<file path="src/sv/newton_unity_root_step_defines.svh">
// ----------------------------------------------------------------------------
// Newton unity root step assertion macros
// Shared assertion shorthands; clk and rst are taken from the enclosing module.
// ----------------------------------------------------------------------------
`ifndef NEWTON_UNITY_ROOT_STEP_DEFINES_SVH
`define NEWTON_UNITY_ROOT_STEP_DEFINES_SVH

// same-cycle implication
`define NURS_ASSERT_IMP(lbl, ante, cons, msg) \
  lbl: assert property (@(posedge clk) disable iff (rst) (ante) |-> (cons)) \
    else $error(msg);

// next-cycle implication
`define NURS_ASSERT_NXT(lbl, ante, cons, msg) \
  lbl: assert property (@(posedge clk) disable iff (rst) (ante) |=> (cons)) \
    else $error(msg);

`endif

</file>
<file path="src/sv/nurs_pkg.sv">
// ----------------------------------------------------------------------------
// nurs_pkg
// Types, codes and sign-magnitude helpers for the Newton unity root step.
// ----------------------------------------------------------------------------
package nurs_pkg;

  typedef struct packed {
    logic        neg;
    logic [63:0] mag;
  } sm_t;

  localparam logic [1:0] ST_CONTINUE  = 2'd0;
  localparam logic [1:0] ST_CONVERGED = 2'd1;
  localparam logic [1:0] ST_UNDERFLOW = 2'd2;

  localparam logic [1:0] BASIN_PLAIN  = 2'd0;
  localparam logic [1:0] BASIN_COLOUR = 2'd1;
  localparam logic [1:0] BASIN_STRIPE = 2'd2;

  localparam logic [2:0] REG_DEGREE       = 3'd0;
  localparam logic [2:0] REG_BASIN_MODE   = 3'd1;
  localparam logic [2:0] REG_THRESHOLD    = 3'd2;
  localparam logic [2:0] REG_RECIP_DEGREE = 3'd3;
  localparam logic [2:0] REG_DEGREE_RATIO = 3'd4;

  function automatic logic [31:0] mag32(input logic signed [31:0] x);
    return x[31] ? (~x + 32'd1) : x;
  endfunction

  function automatic logic [31:0] mag33(input logic signed [32:0] x);
    logic [32:0] m;
    m = x[32] ? (~x + 33'd1) : x;
    return m[31:0];
  endfunction

  function automatic logic signed [31:0] sat32(input logic neg, input logic [63:0] mag);
    logic signed [31:0] r;
    if (neg) begin
      r = (mag >= 64'h8000_0000) ? 32'sh8000_0000 : (~mag[31:0] + 32'd1);
    end else begin
      r = (mag > 64'h7FFF_FFFF) ? 32'sh7FFF_FFFF : mag[31:0];
    end
    return r;
  endfunction

  function automatic sm_t addx(input sm_t x, input sm_t y);
    sm_t r;
    if (x.neg == y.neg) begin
      r.mag = x.mag + y.mag;
      r.neg = x.neg;
    end else if (x.mag >= y.mag) begin
      r.mag = x.mag - y.mag;
      r.neg = x.neg;
    end else begin
      r.mag = y.mag - x.mag;
      r.neg = y.neg;
    end
    if (r.mag == 64'd0) r.neg = 1'b0;
    return r;
  endfunction

endpackage

</file>
<file path="src/sv/nurs_mul.sv">
// ----------------------------------------------------------------------------
// nurs_mul
// Shared 32x32 unsigned magnitude multiplier, registered, signed result.
// ----------------------------------------------------------------------------
module nurs_mul (
  input  logic          clk,
  input  logic [31:0]   a,
  input  logic [31:0]   b,
  input  logic          neg,
  output nurs_pkg::sm_t prod
);

  import nurs_pkg::*;

  logic [63:0] p;

  assign p = a * b;

  always_ff @(posedge clk) begin
    prod.mag <= p;
    prod.neg <= neg && (p != 64'd0);
  end

endmodule

</file>
<file path="config.mk">
export PLATFORM = sky130hd
export DESIGN_NAME = nurs_mul
export DESIGN_NICKNAME = d
export VERILOG_FILES = /design/src/sv/newton_unity_root_step_defines.svh /design/src/sv/nurs_pkg.sv /design/src/sv/nurs_mul.sv
export SDC_FILE = /design/constraint.sdc
export NUM_CORES = 2
export LEC_CHECK = 0
export ABC_AREA = 1
export ABC_CLOCK_PERIOD_IN_PS = 5700
export BUFFER_PORTS_ARGS = -buffer_cell sky130_fd_sc_hd__buf_2
export CAP_MARGIN = 20
export CORE_ASPECT_RATIO = 1.4
export CORE_MARGIN = 1.5
export CORE_UTILIZATION = 55
export DETAILED_ROUTE_END_ITERATION = 8
export GPL_TIMING_DRIVEN = 0
export PLACE_DENSITY = 0.76
export SLEW_MARGIN = 20
export SYNTH_ARGS = -nofsm -noshare
export SYNTH_HDL_FRONTEND = slang
export SYNTH_SLANG_ARGS = --single-unit
</file>
<file path="constraint.sdc">
create_clock -name clk -period 5.7 [get_ports clk]
set_input_delay 0 -clock clk [delete_from_list [all_inputs] [get_ports clk]]
set_output_delay 0 -clock clk [all_outputs]
set_load 0.01 [all_outputs]
</file>
---- Word level (Yosys, flattened, before mapping) ----
Cells that the tools add are included.
word-level totals
  bits of input ports ..................... 66
  bits in writable memories ............... 0
  memories kept ........................... 0
  register bits ........................... 65
  latch bits .............................. 0
  logic and storage cells ................. 5
  bits in read-only memories .............. 0
operators by class
  reduce and logical (&&, ||, !) cells .... 2
  divide/modulo/power cells ............... 0
  eq/ne operators ......................... 0
  $add $sub $neg .......................... 0
  multiply operators ...................... 1
  muxes and demuxes ....................... 0
  order comparisons ....................... 0
  shifts and indexed selects .............. 0
  bitwise gates (word level) .............. 0
operators by type and width
  kind                count
  $mul 32x32->64      1
  $reduce_bool 64->1  1
  $logic_and 1x1->1   1

---- Depth between registers and ports, before layout ----
  word-level depth ........................ 3
  mapped depth ............................ 37

---- Worst setup path before layout ----
Ideal clock, no wire load.
  path kind ............................... input to register
  from .................................... input port a[25]
  to ...................................... register prod[64] in the netlist's numbering
  data arrival time ....................... 6.064 ns
  path buffers ............................ 1
  setup slack ............................. -0.481 ns
  stages on the path ...................... 29
  cell sequence ........................... clkbuf_1 nand2_1 fa_1 inv_1 fa_1 inv_1 fa_1 inv_1 fa_1 fa_1 fa_1 fa_1 inv_1 fa_1 inv_1 ha_1 nand2_1 nor2_1 inv_1 nor3_1 nand3_1 nand3_1 nand2_1 nand2_1 nand2_1 nor2_1 nand2_1 nor2_1 a21oi_1
on the way
  longest elaborated chain between the ends .. 3
RTL lines
  what                RTL line        text
  start: declaration  nurs_mul.sv:7   input logic [31:0] a,
  $mul 32x32->64      nurs_mul.sv:17  assign p = a * b;
  $reduce_bool 64->1  nurs_mul.sv:21  prod.neg <= neg && (p != 64'd0);
  $logic_and 1x1->1   nurs_mul.sv:21
  end: declaration    nurs_mul.sv:10  output nurs_pkg::sm_t prod
Every way passes these cells.

---- Worst setup path after layout ----
  from .................................... input port b[17]
  to ...................................... register prod[64] in the netlist's numbering
on the way
  longest elaborated chain between the ends .. 3
RTL lines
  what                RTL line        text
  start: declaration  nurs_mul.sv:8   input logic [31:0] b,
  $mul 32x32->64      nurs_mul.sv:17
  net p[31]           nurs_mul.sv:15  logic [63:0] p;
  $reduce_bool 64->1  nurs_mul.sv:21
  $logic_and 1x1->1   nurs_mul.sv:21
The timed path passes the listed nets, and every way through them passes these cells.

==> results.md <==
* DRC at 4
* Area grow syn2layout at 23.8%
* Initial Util at 55.6%
* Ys async rst share at 0%
* Failing checks: DRC, setup timing
* Worst hold slack at 0.0955 ns
* Met2 usage at 66.9%
* Clock Tree Root: clkbuf_16
* Critical path's most frequent cell: fa_1
* 1st-iter DRT viols at 3,794
* Largest regs: prod: 65 flops
* GRT met1 Usage at 49.0%
* Final min period at 6.63 ns
* Mean routed wirelength per cell at 23.9 um
* Crit path arrival time at 6.88 ns
* Fillers at 5,405
* Layout cells sized above 1 at 21.0%
* Synth top cells by count: 1,768 x inv_1, 1,622 x nand2_1, 896 x fa_1, 263 x ha_1, 192 x clkbuf_1
* I/O Buffers at 130
* CTS tree: built
* Top_reg_cell synth: dfxtp_1
* Worst-path clk slew at 0.06 ns
* Post-synth cell types at 28
* Endpoint class of the critical path: register
* Maximum number of pins on one net before global-route repair at 14
* Peak Freq at 151 MHz
* Total Wirelength at 153 mm
* Most common cell in the netlist: inv_1
* FF/Latch Area at 0.00130 mm^2
* Clock Path Buffers at 2
* Max incr delay on CP at 0.70 ns
* Critical path's slowest cell: fa_2
* DR vias at 35,200
* Row count at 113
* First-pass GRT wire length at 217 mm
* Top cells by area, synth: fa_1 47%, inv_1 18%, nand2_1 16%
* Layer with the highest usage: met2
* Hold Vio Cnt, Final at 0
* RSZ-0062 raised after global routing: true
* Setup WS post-layout at -0.928 ns
* I/O pin count at 131
* GRT Total Usage at 43.1%
* Synth warnings at 0
* Final setup violation count at 44
* Max Slew Vio Count at 0
* HPWL after DPL at 120 mm
* DR pass1 iterations at 9
* Core area at 0.0680 mm^2
* Crit share post-route at 116%
* Max transition margin at 48.6%
* Post-synth top area cell: fa_1
* Met3 usage at 11.8%
* Vias in the first global route at 35,500
* Net Count, Synth at 6,378
* Die Width at 225 um
* Antenna Nets Post-Route at 0
* CP Class: input port to register
* Post-synth EDFFs at 0
* GP Congestion at 1.05
* Multi-input combinational cell area at 0.0315 mm^2
* Max reg flops at 65
* Count of max-cap constraint violations at 0
* #FFs+latches synth at 65
* Mean Syn Cell Area at 7.34 um^2
* Yosys top cell area share at 47.4%
* Full die area at 0.0704 mm^2
* Req. time, crit path at 5.95 ns
* Pin slew with the least headroom to its limit at 0.771 ns
* CP Launch Type: input port
* Number of buffers created by CTS at 9
* Post-synthesis cell count at 5,153
* Cell Area, Synth at 0.0378 mm^2
* Fin nets at 6,714
* CTS Sinks at 65
* GRT overflow at 0
* H-tree depth reported by CTS at 3
* Largest register by flop count: prod
* Outcome: complete, but fails checks
* Via-to-Cell Ratio at 5.49
* Die height at 313 um
* Seq/Total Area, Yosys at 3.44%
* Initial antenna violation count at 18
* HP Class: input port to register
* CP max FO at 6
-- per-stage QoR --
| step | instances | setup TNS [ns] | utilization, % | worst slack, ns | cell area (um^2) |
|---|---|---|---|---|---|
| 2_1_floorplan | 5153 | -0.213 | - | -0.213 | 38100 |
| 3_3_place_gp | 6203 | -69.54 | 58.7 | -2.15 | 39900 |
| 3_5_place_dp | 6204 | -68.68 | 58.8 | -2.15 | 40000 |
| 4_1_cts | 6298 | -12.13 | 64.4 | -0.776 | 43800 |
| 5_1_grt | 6415 | -22.43 | 68.8 | -1.03 | 46800 |
| 6_report | 6420 | -16.97 | 68.9 | -0.928 | 46800 |
-- layer usage --
layer | part of all wire [%] | wire length [um] | vias to the layer above
li1 | - | - | 14700
met1 | 31 | 48100 | 17000
met2 | 44 | 67000 | 2525
met3 | 13 | 19300 | 959
met4 | 12 | 18800 | 28
met5 | 0.12 | 184 | -
-- cells by family after synthesis --
group                      count (synthesis)  synth area share [%]
AOI/OAI and AO/OA                         74                  1.01
xor gates and xnor gates                  13                 0.301
adders and majority gates               1159                  56.1
buffers and inverters                   1966                  19.5
DFF                                       65                  3.44
and+or+nand+nor                         1876                  19.6
-- layout by cell type (no fill, tap or decap), drive strengths merged --
master / n
nand2: 1634
bufinv: 1
o21bai: 2
xnor2: 5
ha: 263
xor2: 8
clkinv: 4
nand4: 14
buf: 412
and2: 1
diode: 6
o21ai: 16
nand3b: 25
clkbuf: 112
clkinvlp: 2
inv: 1773
nor3: 17
fa: 896
nor4: 2
dfxtp: 65
dlygate4sd3: 3
nand3: 64
nor2: 119
a21oi: 56
-- final cells by class --
cell class	count	share of cell area (%)
clock buffers	9	0.481
diodes	6	0.0321
plain buffers	192	6.35
inverters	1773	14.3
repair buffers	326	6.28
well taps	920	2.46
flip-flops and latches	65	2.78
multi-input cells	3122	67.2
clock inverters	7	0.163
-- final timing paths --
check             slack, ns          endpoint  start  cells after the start
setup / recovery      -0.93  prod[64]$_DFF_P_  b[17]                     33
hold / removal          0.1   prod[1]$_DFF_P_   b[0]                      4
-- worst max-delay path: cells and delay by family --
kind | cells | cell delay [ns]
AOI/OAI and AO/OA | 2 | 0.23
adders and majority gates | 9 | 4.42
buffers and inverters | 9 | 1.00
and+or+nand+nor | 13 | 1.18
-- what timing repair did --
| action | CTS | global route |
|---|---|---|
| buffers inserted | 76 | 110 |
| hold buffers | 3 | 0 |
| setup endpoints to repair | 52 | 49 |
| gates resized for setup | 730 | 759 |
| hold endpoints to repair | 2 | 0 |
| pin swaps | 126 | 279 |
| cloned | 0 | 7 |
Power is left out: the tool's default activity adds up to more than one toggle a clock period on the data nets, which glitch-free logic cannot reach.
