===== src/sv/newton_unity_root_step_defines.svh =====
// ----------------------------------------------------------------------------
// Newton unity root step assertion macros
// Shared assertion shorthands; clk and rst are taken from the enclosing module.
// ----------------------------------------------------------------------------
`ifndef NEWTON_UNITY_ROOT_STEP_DEFINES_SVH
`define NEWTON_UNITY_ROOT_STEP_DEFINES_SVH

// same-cycle implication
`define NURS_ASSERT_IMP(lbl, ante, cons, msg) \
  lbl: assert property (@(posedge clk) disable iff (rst) (ante) |-> (cons)) \
    else $error(msg);

// next-cycle implication
`define NURS_ASSERT_NXT(lbl, ante, cons, msg) \
  lbl: assert property (@(posedge clk) disable iff (rst) (ante) |=> (cons)) \
    else $error(msg);

`endif


===== src/sv/nurs_pkg.sv =====
// ----------------------------------------------------------------------------
// nurs_pkg
// Types, codes and sign-magnitude helpers for the Newton unity root step.
// ----------------------------------------------------------------------------
package nurs_pkg;

  typedef struct packed {
    logic        neg;
    logic [63:0] mag;
  } sm_t;

  localparam logic [1:0] ST_CONTINUE  = 2'd0;
  localparam logic [1:0] ST_CONVERGED = 2'd1;
  localparam logic [1:0] ST_UNDERFLOW = 2'd2;

  localparam logic [1:0] BASIN_PLAIN  = 2'd0;
  localparam logic [1:0] BASIN_COLOUR = 2'd1;
  localparam logic [1:0] BASIN_STRIPE = 2'd2;

  localparam logic [2:0] REG_DEGREE       = 3'd0;
  localparam logic [2:0] REG_BASIN_MODE   = 3'd1;
  localparam logic [2:0] REG_THRESHOLD    = 3'd2;
  localparam logic [2:0] REG_RECIP_DEGREE = 3'd3;
  localparam logic [2:0] REG_DEGREE_RATIO = 3'd4;

  function automatic logic [31:0] mag32(input logic signed [31:0] x);
    return x[31] ? (~x + 32'd1) : x;
  endfunction

  function automatic logic [31:0] mag33(input logic signed [32:0] x);
    logic [32:0] m;
    m = x[32] ? (~x + 33'd1) : x;
    return m[31:0];
  endfunction

  function automatic logic signed [31:0] sat32(input logic neg, input logic [63:0] mag);
    logic signed [31:0] r;
    if (neg) begin
      r = (mag >= 64'h8000_0000) ? 32'sh8000_0000 : (~mag[31:0] + 32'd1);
    end else begin
      r = (mag > 64'h7FFF_FFFF) ? 32'sh7FFF_FFFF : mag[31:0];
    end
    return r;
  endfunction

  function automatic sm_t addx(input sm_t x, input sm_t y);
    sm_t r;
    if (x.neg == y.neg) begin
      r.mag = x.mag + y.mag;
      r.neg = x.neg;
    end else if (x.mag >= y.mag) begin
      r.mag = x.mag - y.mag;
      r.neg = x.neg;
    end else begin
      r.mag = y.mag - x.mag;
      r.neg = y.neg;
    end
    if (r.mag == 64'd0) r.neg = 1'b0;
    return r;
  endfunction

endpackage


===== src/sv/nurs_div.sv =====
// ----------------------------------------------------------------------------
// nurs_div
// Restoring radix-2 divider: (mag << FRAC_BITS) / den, saturated to 32 bits.
// ----------------------------------------------------------------------------
module nurs_div #(
  parameter int FRAC_BITS = 24
) (
  input  logic               clk,
  input  logic               rst,
  input  logic               start,
  input  nurs_pkg::sm_t      num,
  input  logic [63:0]        den,
  output logic               busy,
  output logic               done,
  output logic signed [31:0] quo
);

  import nurs_pkg::*;

  localparam int DVW = 64 + FRAC_BITS;
  localparam int CW  = $clog2(DVW + 1);

  logic [DVW-1:0] dvd;
  logic [63:0]    rem;
  logic [31:0]    q;
  logic           ovf;
  logic           neg;
  logic [CW-1:0]  cnt;
  logic [64:0]    rem_sh;
  logic [64:0]    rem_sub;
  logic           ge;

  assign rem_sh  = {rem, dvd[DVW-1]};
  assign ge      = rem_sh >= {1'b0, den};
  assign rem_sub = rem_sh - {1'b0, den};

  always_ff @(posedge clk) begin
    if (rst) begin
      busy <= 1'b0;
      done <= 1'b0;
      cnt  <= '0;
    end else begin
      done <= 1'b0;
      if (start) begin
        busy <= 1'b1;
        cnt  <= CW'(DVW);
      end else if (busy) begin
        cnt <= cnt - 1'b1;
        if (cnt == CW'(1)) begin
          busy <= 1'b0;
          done <= 1'b1;
        end
      end
    end
  end

  always_ff @(posedge clk) begin
    if (start) begin
      dvd <= {num.mag, {FRAC_BITS{1'b0}}};
      rem <= '0;
      q   <= '0;
      ovf <= 1'b0;
      neg <= num.neg;
    end else if (busy) begin
      dvd <= {dvd[DVW-2:0], 1'b0};
      rem <= ge ? rem_sub[63:0] : rem_sh[63:0];
      q   <= {q[30:0], ge};
      ovf <= ovf | q[31];
    end
  end

  // a one shifted past bit 31 means the quotient saturates
  assign quo = sat32(neg, ovf ? 64'hFFFF_FFFF_FFFF_FFFF : {32'd0, q});

endmodule


===== config.mk =====
export PLATFORM = sky130hd
export DESIGN_NAME = nurs_div
export DESIGN_NICKNAME = d
export VERILOG_FILES = /design/src/sv/newton_unity_root_step_defines.svh /design/src/sv/nurs_pkg.sv /design/src/sv/nurs_div.sv
export SDC_FILE = /design/constraint.sdc
export NUM_CORES = 1
export LEC_CHECK = 0
export ABC_AREA = 1
export BUFFER_PORTS_ARGS = -buffer_cell sky130_fd_sc_hd__buf_2
export CORE_MARGIN = 3
export CORE_UTILIZATION = 33
export CTS_CLUSTER_DIAMETER = 60
export DETAILED_ROUTE_END_ITERATION = 7
export SYNTH_ARGS = -nofsm -noshare
export SYNTH_HDL_FRONTEND = slang
export SYNTH_SLANG_ARGS = --single-unit

===== constraint.sdc =====
create_clock -name clk -period 4 [get_ports clk]
set_input_delay 0.2 -clock clk [delete_from_list [all_inputs] [get_ports clk]]
set_output_delay 0.2 -clock clk [all_outputs]
set_load 0.1 [all_outputs]

## After elaboration in Yosys (flattened, before gate mapping)

Index checks and enable logic that the tools add are counted.

- Bits in registers: 171
- Latch bits: 0
- Bits in writable memories: 0
- ROM bits: 0
- Input bits: 132
- Output and inout port bits: 34
- Word-level logic and storage cells: 35
- Memories: 0

- Add/subtract/negate cells: 3
- $mul: 0
- Divide/modulo/power cells: 0
- $lt $le $gt $ge: 3
- Eq/ne operators: 1
- Shift operators: 0
- Mux-type cells: 13
- Bitwise gates (word level): 3
- Reduce and logical (&&, ||, !) cells: 3

Operator list:

| cell | count |
|---|---|
| two-way mux 88 bit | 2 |
| two-way mux 64 bit | 2 |
| two-way mux 32 bit | 3 |
| >= comparator 65 x 64 -> 1 bit | 1 |
| >= comparator 64 x 32 -> 1 bit (second input constant) | 1 |
| > comparator 64 x 31 -> 1 bit (second input constant) | 1 |
| subtractor 64 bit | 1 |
| adder 32 x 1 -> 32 bit (second input constant) | 1 |
| NOT 32 bit | 1 |
| two-way mux 7 bit | 2 |
| == test 7 x 1 -> 1 bit (second input constant) | 1 |
| subtractor 7 x 1 -> 7 bit (second input constant) | 1 |
| two-way mux 1 bit | 4 |
| OR reduction 3 bit | 1 |
| nonzero test 2 bit | 1 |
| OR reduction 2 bit | 1 |
| NOT 1 bit | 1 |
| OR 1 bit | 1 |

## Logic depth before layout (Yosys ltp)

- Depth in word-level cells: 5
- Mapped depth: 19
- Gate-level depth less buffers: 19

## Worst setup path before layout

Ideal clock, no wire load.

- Path kind: reg2out
- Start: reg ovf
- End: out quo[26]
- Arrival: 4278 ps
- Data required time: 3800 ps
- Setup slack: -478 ps
- Cell stages (with the launch flop): 16
- Cell sequence: dfxtp_1 -> buf_6 -> buf_6 -> buf_6 -> clkbuf_1 -> nor2_1 -> ha_1 -> nand2_1 -> nor2_2 -> nand2_1 -> nor2_1 -> nand4_2 -> nor2_2 -> nand4_1 -> xor2_1 -> o21ai_0

- Cells in the longest elaborated chain, start to end: 5
- Elaborated cells between the ends (all ways): 8
- Those cells by class: add/sub: 1; order compare: 2; mux: 4; bitwise: 1

Ends and longest elaborated chain:

| item | line | source |
|---|---|---|
| from (decl) | nurs_div.sv:26 | `logic ovf;` |
| from (signal assigned) | nurs_div.sv:68 | `ovf <= ovf \| q[31];` |
| two-way mux 64 bit (*) | nurs_div.sv:73 | `assign quo = sat32(neg, ovf ? 64'hFFFF_FFFF_FFFF_FFFF : {32'd0, q});` |
| branches (longest 3 deep; another with > comparator 64 x 31 -> 1 bit) | n/a |  |
| two-way mux 32 bit (*) | nurs_pkg.sv:38 | `if (neg) begin` |
| to (decl) | nurs_div.sv:15 | `output logic signed [31:0] quo` |

Mark *: on every way between the ends.

## Final worst setup path

- Start: reg ovf
- End: out quo[30]

Same word-level chain as after synthesis.

==> impl_results.md <==
* Crit Path Class: register to output port
* CP max FO at 11
* Dominant cells by area after synthesis: nand2_1 23%, dfxtp_1 15%, edfxtp_1 14%
* R2R cell count at 13
* Die Y-Extent at 215 µm
* Most frequent cells in the layout: 882 x nand2_1, 438 x inv_1, 298 x nor2_1
* Layout cells sized above 1 at 9.86%
* Area Growth Syn to Fin at 15.2%
* Netlist cell types at 49
* Max VDD drop at 0.295 mV
* Clk_skew at 0.0174 ns
* Nature of the critical path startpoint: register
* Core area at 42,500 µm²
* Hold Crit Class: primary input to register
* Worst slew pin tran at 1.24 ns
* Final antenna-violating net count at 0
* Synthesized area per cell at 5.91 µm²
* Drt pass-1 iters at 5
* HP Start: num[48]
* CP Data Required Time at 3.80 ns
* Achievable Freq at 283 MHz
* Combinational share of power at 18.6%
* Syn_nets at 2,637
* Via density at 4.75
* DR WL/cell at 15.1 µm
* Clk Latency, worst-skew pair at 0.46 ns
* First-pass GRT wire length at 76,600 µm
* Total number of vias at 15,100
* Max Root-Sink Buffers at 2
* Relative slew margins at 17.6%
* Clk sink count at 171
* Antenna violations before repair at 8
* CTS H-tree lvls at 4
* Largest net degree at the start of global routing at 113
* Synthesized instance count at 2,436
* Synth warn at 0
* Grt total ovfl at 0
* Sequential group share of total power at 43.3%
* Seq/Total Area, Yosys at 28.3%
* Die X at 215 µm
* Clock share of power at 38.0%
* Tot Pwr at 0.00444 W
* Initial Utilization at 33.9%
* Cells after DPL at 3,123
* Flop2flop setup slack at 0.80 ns
* Gr usage total at 20.6%
* Setup bufs post-CTS at 0
* Switching power at 0.00143 W
* Net Sw Frac at 32.3%
* Tmin final at 3.54 ns
* Final WS setup at 0.463 ns
* Leading area contributor after synthesis: nand2_1
* Final worst-path cycle share at 88.4%
* Worst r2r dst: rem[33]$_SDFFE_PP0P_
* Setup crit end kind: output port
* RSZ-0062 raised after global routing: false
* Hpwl dp at 37,600 µm
* LEAKAGE at 9.04 nW
* Top cell type's share of synthesized area at 23.0%
* DIE AREA at 46,200 µm²
* Final setup violation count at 0
* Most common cell after layout, fill and taps aside: nand2_1
* Clk slew on worst S/H paths at 0.07 ns
* Pwr Density at 268 nW/µm²
* Status: completed
* Max cap viols at 0
* #FFs+latches synth at 171
* Total Nets Final at 2,794
* Final Util at 39.0%
* Mapped cell area at 14,400 µm²
* First-iteration detailed-routing DRC count at 1,085
* Vias in the first global route at 14,700
* R2r startpoint: rem[46]$_SDFFE_PP0P_
* Routed wire length at 48,100 µm
* IO Pins at 166
* Row cnt at 75
* Hold EP: dvd[72]$_DFFE_PP_
* Internal power at 0.00301 W
* Hold Path Stages at 3
* Pre-CTS setup slack at 0.763 ns
* Buffers on Ports at 165
* Total CTS buffers at 17
* DRC at 0
* Clk root buf: clkbuf_16
* Final Slew Violations at 0
* Worst Path Arrival at 3.34 ns
* CTS tree: yes
* Final hold vios at 0
* Worst Setup SP: ovf$_SDFFE_PP0P_
* GPL Wtd Cong at 0.977
* TNS Setup at 0 ns
* Non-Filler Instances at 3,185
[worst max path at each step]
| stage | cells after the start | endpoint | slack (ns) |
|---|---|---|---|
| detailed placement | 7 | quo[14] | 0.76 |
| CTS | 7 | quo[14] | 0.24 |
| finish | 15 | quo[30] | 0.46 |
| global placement | 7 | quo[14] | 0.77 |
| floorplan | 4 | dvd[24]$_SDFFCE_PN0P_ | 0.17 |
| global route | 7 | quo[14] | 0.20 |
[Yosys cell counts (all sizes together)]
master       instances
o21bai              14
inv                445
nand2              888
o31ai                1
edfxtp              65
clkinv               1
a31oi                4
a21boi              14
nor4                 7
fa                   1
nand3              121
clkbuf              40
a41oi                1
xor2                16
nand4               31
and2                 2
a21oi              100
and3                 2
nor2               316
o21ai               78
nor3                16
o21a                 5
a211oi               2
dfxtp              106
xnor2                3
o221ai              11
dlygate4sd1          1
a21o                 3
buf                 27
o211ai               5
nand3b               8
or2                  4
ha                  68
o22ai               30
[cell families after synthesis]
group | synth area share, %
buf+inv | 14.1
xor+xnor | 1.16
flops | 28.3
fa+ha+maj | 6.04
simple gates | 39.7
compound gates | 10.7
[worst max-delay path, stage by stage, from the launching register on]
cell and delay [ns]:
dfxtp_1 0.32, buf_4 0.19, nor2_1 0.19, ha_1 0.21, nand2_1 0.09, nor2_2 0.13, nand2_1 0.11, nor2_1 0.15
nand4_2 0.18, nor2_2 0.24, nand3_2 0.14, nor2_1 0.18, xor2_1 0.16, nand2_1 0.06, nand2_1 0.09, buf_2 0.43
[registers in the layout (all words and copies together), names as in the netlist]
register,count
dvd,64
busy,1
neg,1
done,1
rem,64
ovf,1
q,32
cnt,7
[through the flow]
stage,hold WS (ns),cell area (µm²)
floorplan,0.269,14400
global placement,0.378,15700
detailed placement,0.380,15700
CTS,0.000613,16600
global route,0.0151,16600
finish,0.0209,16600
[power by group through the flow]
| stage | Sequential (W) | Combinational (W) | Clock [W] |
|---|---|---|---|
| 2_1_floorplan | 0.00196 | 0.000573 | 0 |
| 3_3_place_gp | 0.00196 | 0.000803 | 0 |
| 3_5_place_dp | 0.00196 | 0.000808 | 0 |
| 4_1_cts | 0.00193 | 0.000831 | 0.00173 |
| 5_1_grt | 0.00193 | 0.000918 | 0.00180 |
| 6_report | 0.00192 | 0.000828 | 0.00169 |
[cell type report]
class	instances	area [µm²]
Antenna cell	2	5.00
Clock buffer	18	429
Clock inverter	14	133
Fill cell	4703	25900
Inverter	446	1680
Multi-Input combinational cell	1751	8310
Sequential cell	171	4080
Tap cell	577	722
Timing Repair Buffer	206	1250
[routing by layer]
layer	wire length [µm]	global-route usage [%]	share of wire (%)
met1	22700	27.8	47
met2	21200	33.1	44
met4	1100	6.17	2.3
met5	57	0	0.12
met3	3140	4.14	6.5
[repair_timing]
action                                 4_1_cts  5_1_grt
endpoints found under the hold margin       30        0
hold buffers                                28        0
gates resized for setup                      0        1
setup endpoints to repair                    0        2
Note: power is estimated with default switching activity, not from simulation.
